$ cat src/rtl/art_pkg.sv
package art_pkg;

    // fixed item field widths
    localparam int OPCODE_BITS      = 2;
    localparam int FIELD_BITS       = 32;
    localparam int COUNT_FIELD_BITS = 5;

    // packed stream widths
    localparam int IN_DATA_BITS  = 2 * FIELD_BITS;
    localparam int IN_USER_BITS  = 8;
    localparam int OUT_DATA_BITS = 8;

    // defaults for the top level parameters
    localparam int DEF_MAX_REGIONS = 16;
    localparam int DEF_ADDR_BITS   = 32;

    typedef enum logic [OPCODE_BITS-1:0] {
        OP_CLEAR  = 2'd0,
        OP_ADD    = 2'd1,
        OP_LOOKUP = 2'd2,
        OP_AVAIL  = 2'd3
    } t_op;

endpackage

$ cat src/rtl/art_cell.sv
module art_cell #(
    parameter int ADDR_BITS = art_pkg::DEF_ADDR_BITS
) (
    input  logic                 i_clk,
    input  logic                 i_shift,
    input  logic [ADDR_BITS-1:0] i_base,
    input  logic [ADDR_BITS-1:0] i_size,
    output logic [ADDR_BITS-1:0] o_base,
    output logic [ADDR_BITS-1:0] o_size,
    input  logic                 i_query,
    input  logic                 i_lookup,
    input  logic                 i_active,
    input  logic [ADDR_BITS-1:0] i_addr,
    input  logic [ADDR_BITS-1:0] i_len,
    output logic                 o_hit
);

    logic [ADDR_BITS-1:0] r_base;
    logic [ADDR_BITS-1:0] r_size;
    logic                 r_hit;
    logic                 n_hit;

    logic [ADDR_BITS:0] w_region_end;
    logic [ADDR_BITS:0] w_range_end;
    logic               w_holds;
    logic               w_overlap;

    // sums one bit wider so they never wrap
    assign w_region_end = {1'b0, r_base} + {1'b0, r_size};
    assign w_range_end  = {1'b0, i_addr} + {1'b0, i_len};

    assign w_holds   = (i_addr >= r_base) && (w_region_end > {1'b0, i_addr});
    assign w_overlap = !((w_range_end <= {1'b0, r_base}) ||
                         (w_region_end <= {1'b0, i_addr}));

    always_comb begin
        n_hit = i_active && (i_lookup ? w_holds : w_overlap);
    end

    // region moves one cell down the row on every append
    always_ff @(posedge i_clk) begin
        if (i_shift) begin
            r_base <= i_base;
            r_size <= i_size;
        end
        if (i_query) begin
            r_hit <= n_hit;
        end
    end

    assign o_base = r_base;
    assign o_size = r_size;
    assign o_hit  = r_hit;

endmodule

$ cat src/rtl/address_region_table.sv
// address region table: holds up to MAX_REGIONS regions, each a base and a
// size, in a row of cells. an add item that finds room shifts every held
// region one cell down and writes the new one into cell 0, so the first
// region_count cells are always the live ones. clear only resets the count.
// lookup and availability items are compared against all cells at once:
// each cell tests its own region (half-open, base inclusive, ends formed
// one bit wider than an address) and registers a hit bit, and the hit
// bits are then ored into the output register. every item gets exactly one
// result carrying result_flag and the region count after the item.
// timing: an item is accepted only while no earlier item is at work; its
// hits are registered in the cells, then reduced into the output register
// once that register is free, and the next item is accepted as soon as the
// result has moved into the output register, even if that result is still
// waiting on i_m_tready.
module address_region_table #(
    parameter int MAX_REGIONS = art_pkg::DEF_MAX_REGIONS,
    parameter int ADDR_BITS   = art_pkg::DEF_ADDR_BITS
) (
    input  logic                               i_clk,
    input  logic                               i_rst_n,
    // input item stream
    input  logic                               i_s_tvalid,
    output logic                               o_s_tready,
    // [31:0] address, [63:32] length
    input  logic [art_pkg::IN_DATA_BITS-1:0]   i_s_tdata,
    // [1:0] opcode, [7:2] zero
    input  logic [art_pkg::IN_USER_BITS-1:0]   i_s_tuser,
    // result item stream
    output logic                               o_m_tvalid,
    input  logic                               i_m_tready,
    // [0] result_flag, [5:1] region_count, [7:6] zero
    output logic [art_pkg::OUT_DATA_BITS-1:0]  o_m_tdata
);

    import art_pkg::*;

    localparam int CW = $clog2(MAX_REGIONS + 1);

    // control
    logic          r_busy;
    logic          n_busy;
    logic          r_out_valid;
    logic          n_out_valid;
    logic [CW-1:0] r_count;
    logic [CW-1:0] n_count;

    // item held while its hits are reduced
    t_op           r_op;
    logic          r_add_ok;
    logic          n_flag;

    // output register
    logic                   r_flag;
    logic [CW-1:0]          r_out_count;

    // handshake terms
    logic w_accept;
    logic w_out_free;
    logic w_load;

    // decoded item
    t_op                  w_op;
    logic [ADDR_BITS-1:0] w_addr;
    logic [ADDR_BITS-1:0] w_len;
    logic                 w_full;
    logic                 w_shift;
    logic                 w_lookup;

    // row of cells
    logic [ADDR_BITS-1:0] w_base [0:MAX_REGIONS-1];
    logic [ADDR_BITS-1:0] w_size [0:MAX_REGIONS-1];
    logic [MAX_REGIONS-1:0] w_hit;

    assign w_op   = t_op'(i_s_tuser[OPCODE_BITS-1:0]);
    // address and length are cut or zero-extended to the address width
    assign w_addr = ADDR_BITS'(i_s_tdata[FIELD_BITS-1:0]);
    assign w_len  = ADDR_BITS'(i_s_tdata[2*FIELD_BITS-1:FIELD_BITS]);

    assign w_full     = (r_count >= CW'(MAX_REGIONS));
    assign w_out_free = !r_out_valid || i_m_tready;
    assign w_accept   = i_s_tvalid && !r_busy;
    assign w_load     = r_busy && w_out_free;
    assign w_shift    = w_accept && (w_op == OP_ADD) && !w_full;
    assign w_lookup   = (w_op == OP_LOOKUP);

    genvar g;
    generate
        for (g = 0; g < MAX_REGIONS; g++) begin : g_cell
            logic [ADDR_BITS-1:0] w_base_in;
            logic [ADDR_BITS-1:0] w_size_in;

            if (g == 0) begin : g_head
                // new region enters at the head of the row
                assign w_base_in = w_addr;
                assign w_size_in = w_len;
            end else begin : g_link
                assign w_base_in = w_base[g-1];
                assign w_size_in = w_size[g-1];
            end

            art_cell #(
                .ADDR_BITS (ADDR_BITS)
            ) u_cell (
                .i_clk    (i_clk),
                .i_shift  (w_shift),
                .i_base   (w_base_in),
                .i_size   (w_size_in),
                .o_base   (w_base[g]),
                .o_size   (w_size[g]),
                .i_query  (w_accept),
                .i_lookup (w_lookup),
                .i_active (CW'(g) < r_count),
                .i_addr   (w_addr),
                .i_len    (w_len),
                .o_hit    (w_hit[g])
            );
        end
    endgenerate

    // next state of the control registers
    always_comb begin
        n_busy      = r_busy;
        n_out_valid = r_out_valid;
        n_count     = r_count;
        if (w_accept) begin
            n_busy = 1'b1;
            case (w_op)
                OP_CLEAR: begin
                    n_count = '0;
                end
                OP_ADD: begin
                    if (!w_full) begin
                        n_count = r_count + CW'(1);
                    end
                end
                default: begin
                    n_count = r_count;
                end
            endcase
        end else if (w_load) begin
            n_busy = 1'b0;
        end
        if (w_load) begin
            n_out_valid = 1'b1;
        end else if (i_m_tready) begin
            n_out_valid = 1'b0;
        end
    end

    // result flag from the held item: the add outcome or the registered cell hits
    always_comb begin
        case (r_op)
            OP_CLEAR:  n_flag = 1'b0;
            OP_ADD:    n_flag = r_add_ok;
            OP_LOOKUP: n_flag = |w_hit;
            OP_AVAIL:  n_flag = !(|w_hit);
            default:   n_flag = 1'b0;
        endcase
    end

    always_ff @(posedge i_clk) begin
        if (!i_rst_n) begin
            r_busy      <= 1'b0;
            r_out_valid <= 1'b0;
            r_count     <= '0;
        end else begin
            r_busy      <= n_busy;
            r_out_valid <= n_out_valid;
            r_count     <= n_count;
        end
    end

    always_ff @(posedge i_clk) begin
        if (w_accept) begin
            r_op     <= w_op;
            r_add_ok <= !w_full;
        end
        if (w_load) begin
            r_flag      <= n_flag;
            // count is already updated when the result is loaded
            r_out_count <= r_count;
        end
    end

    assign o_s_tready = !r_busy;
    assign o_m_tvalid = r_out_valid;
    assign o_m_tdata  = {{(OUT_DATA_BITS - 1 - COUNT_FIELD_BITS){1'b0}},
                         COUNT_FIELD_BITS'(r_out_count), r_flag};

endmodule

$ cat config.mk
export PLATFORM = sky130hd
export DESIGN_NAME = address_region_table
export DESIGN_NICKNAME = d
export VERILOG_FILES = /design/src/rtl/art_pkg.sv /design/src/rtl/art_cell.sv /design/src/rtl/address_region_table.sv
export SDC_FILE = /design/constraint.sdc
export NUM_CORES = 2
export LEC_CHECK = 0
export ABC_AREA = 1
export BUFFER_PORTS_ARGS = -buffer_cell sky130_fd_sc_hd__buf_2
export CORE_MARGIN = 1.5
export CORE_UTILIZATION = 47
export DETAILED_ROUTE_END_ITERATION = 16
export HOLD_SLACK_MARGIN = 0.15
export PLACE_DENSITY = 0.59
export SYNTH_ARGS = -nofsm -noshare
export SYNTH_HDL_FRONTEND = slang
export SYNTH_SLANG_ARGS = --single-unit
$ cat constraint.sdc
create_clock -name i_clk -period 67.2 [get_ports i_clk]
set_input_delay 10.08 -clock i_clk [delete_from_list [all_inputs] [get_ports i_clk]]
set_output_delay 10.08 -clock i_clk [all_outputs]
set_load 0.03 [all_outputs]
==> metrics.yaml <==
worst_setup_path:
  crit_path_end_kind: "register"
  worstPathRequired_ns: 67.75
  crit_type: "in2reg"
  cp.arrival_ns: 16.44
  critPathMaxFanout: 15
  worst_setup_path_start_kind: "input pin"
logic_synthesis:
  synth_cells: 11546
  ys_types: 66
  synth-seq-area-share_pct: 32.16
  yosys_warnings: 0
  syn-cell-area_mm2: 0.09838
  synth-seq-cells: 1056
  synth_edf_count: 1049
  synthArstFlopShare_pct: 0
  synth.avg_cell_area_um2: 8.521
  synth-main-ff-cell: "edfxtp_1"
drt:
  drc: 0
  dr.pass1.iters: 8
  via_per_inst: 5.955
  drt_iter0_drc: 7471
  ant_nets: 0
  wl_per_cell_um: 29.60
  num_vias: 88157
  wl_um: 438200
clock_network:
  post_cts_resized: 0
  cts_buffers: 136
  cts_htree_levels: 4
  cts_root_buffer: "clkbuf_16"
  cts_setup_buffers: 0
  cts_tree: "yes"
  insertion_delay_ns: 0.85
  hold_buffers: 0
  clock_sinks: 1056
  clock_path_buffers: 3
  path_clk_slew_ns: 0.06
floorplanning:
  core_area_mm2: 0.2075
  die_h_um: 460.5
  die_width_um: 460.5
  die_area_mm2: 0.2121
  initial_core_util_pct: 47.42
  rows: 167
  ioPinCount: 86
power_and_ir_drop:
  ir_worst_vdd_mv: 0.02828
  leakage_nw: 50.59
  p_per_area_mw_per_mm2: 19.77
worst_hold_path:
  hold_path_class: "reg2reg"
final_layout:
  drive_above_1_share_pct: 5.262
  fillCellCount: 18999
  final-seq-area_mm2: 0.03164
  syn_to_final_growth_pct: 9.723
  final_area_mm2: 0.1080
  finalNetCount: 14079
  multiInputGateArea_mm2: 0.06148
placement:
  place_congestion: 1.026
  dp_hpwl_um: 362100
  dp_slack_ns: 50.54
  placedInstanceArea_mm2: 0.1037
  port_buffers: 77
status:
  outcome: "finished, violations left"
  violations: "max-capacitance violations, max-slew violations"
timing:
  relSlewSlack_pct: -9.558
  period_share_pct: 23.66
  fin_setup_tns_ns: 0
  whs_ns: 0.4475
  hold_viol_final: 0
  grt_setup_unrepaired: "no"
  max_freq_mhz: 62.89
  setup-violations-final: 0
  period_needed_ns: 15.90
  tightestPinTransition_ns: 1.626
  setup_ws_ns: 51.30
  skew_ns: 0.04340
  slew_viol_final: 7
grt:
  grt.total_usage_pct: 40.65
  grt_pass1_vias: 90179
  grt_pass1_wl_um: 605000
  grt_max_degree: 110
  overflow: 0
  antenna_found_initial: 28
run:
  max-cap-violations: 3
## critical path, cell delays in order
cell      delay (ns)
buf_2           0.37
ha_1            0.31
buf_4           0.19
a21oi_1         0.84
o21ai_0         0.27
a21oi_2         0.19
nand2_2         0.26
nand2_2         0.17
nand2_2         0.09
a21boi_2        0.24
o21bai_2        0.11
xor2_2          0.57
buf_4           0.52
ha_1            0.22
nand2_1         0.06
nor2_1          0.77
nand2_1         0.10
nor4_1          0.20
nand4_1         0.45
nand2_1         0.23
a21oi_1         0.08
## synthesized netlist by cell type (all sizes together), types with 29 or more instances
cell	instances	area, um^2
o21a	72	540.5
o211ai	29	222.7
edfxtp	1049	31500
a21boi	43	375.4
nand3	300	1541
inv	1474	5538
xor2	326	2855
a31oi	58	362.9
nor3	233	1166
o21ai	477	2537
ha	2081	26040
a21oi	1240	6431
o21bai	69	544.3
xnor2	165	1445
nand4	199	1245
a21o	81	608.1
a211oi	107	803.3
nor4	78	488.0
nand2	2398	9064
nor2	887	3332
## power by group
group | internal, mW | switching (mW)
combinational | 0.197 | 0.455
sequential | 0.740 | 0.0149
clock | 0.417 | 0.310
## path summary, 6_finish.rpt
check                               start  slack, ns  cells after the start                      endpoint
max                         i_s_tdata[15]      51.30                     21       g_cell[12].u_cell.o_hit
min          g_cell[14].u_cell.o_size[29]       0.45                      0  g_cell[15].u_cell.o_size[29]
max reg2reg   g_cell[0].u_cell.o_base[14]      60.41                     14        g_cell[0].u_cell.o_hit
min reg2reg  g_cell[14].u_cell.o_size[29]       0.45                      0  g_cell[15].u_cell.o_size[29]
## cell usage in the layout (no fill, tap or decap), drive strengths merged, types with 5 or more instances in the layout
cell type,Yosys,layout
a211oi,107,107
a21boi,43,43
a21o,81,81
a21oi,1240,1240
a221oi,12,12
a31o,6,6
a31oi,58,58
and3,14,14
buf,6,227
bufinv,0,10
clkbuf,2,176
clkinv,1,49
clkinvlp,0,5
dfxtp,7,7
diode,0,6
edfxtp,1049,1049
fa,17,17
ha,2081,2081
inv,1474,1480
nand2,2398,2398
nand3,300,300
nand3b,26,26
nand4,199,199
nor2,887,887
nor3,233,233
nor3b,8,8
nor4,78,78
o2111ai,10,10
o211ai,29,29
o21a,72,72
o21ai,477,477
o21bai,69,69
o221a,7,7
o221ai,8,8
o311ai,8,8
o31a,6,6
o31ai,16,16
or4,7,7
xnor2,165,165
xor2,326,326
## kinds of logic (layout without fill, tap and decap cells)
| group | Yosys count | count (layout) | synth area share (%) |
|---|---|---|---|
| xor+xnor | 491 | 491 | 4.371 |
| buf+inv | 1483 | 1947 | 5.685 |
| other cells | 1 | 8 | 0.003812 |
| compound gates | 2257 | 2257 | 13.38 |
| simple gates | 4159 | 4159 | 17.58 |
| mux | 1 | 1 | 0.01017 |
| flops | 1056 | 1056 | 32.16 |
| fa+ha+maj | 2098 | 2098 | 26.81 |
## flip-flops by register name, indices dropped and copies added (netlist names)
| register | count |
|---|---|
| r_count | 5 |
| g_cell.u_cell.o_base | 512 |
| r_add_ok | 1 |
| r_op | 2 |
| r_flag | 1 |
| o_m_tvalid | 1 |
| r_busy | 1 |
| r_out_count | 5 |
| g_cell.u_cell.o_size | 512 |
| g_cell.u_cell.o_hit | 16 |
## through the flow
step                utilization [%]  total power [mW]  std cells
finish                        52.03             2.134      14805
global route                  52.02             2.210      14799
CTS                           52.01             2.120      14797
detailed placement            49.96             1.400      14553
global placement              49.96             1.378      14553
floorplan                         -             1.146      11547
## area by class of cell
| cell class | count | area share (%) |
|---|---|---|
| diodes | 6 | 0.01391 |
| clock buffers | 175 | 3.337 |
| clock inverters | 69 | 0.6097 |
| inverters | 1475 | 5.140 |
| multi-input cells | 9008 | 56.95 |
| flip-flops and latches | 1056 | 29.31 |
| well taps | 2788 | 3.231 |
| repair buffers | 228 | 1.407 |
## layer usage
metal / GRT usage, % / part of all wire [%]
met1: 37.86 / 32
met2: 70.75 / 48
met3: 6.359 / 6.0
met4: 48.09 / 14
met5: 0 / 0.0052
No activity file was read; power rests on OpenSTA's default activity.
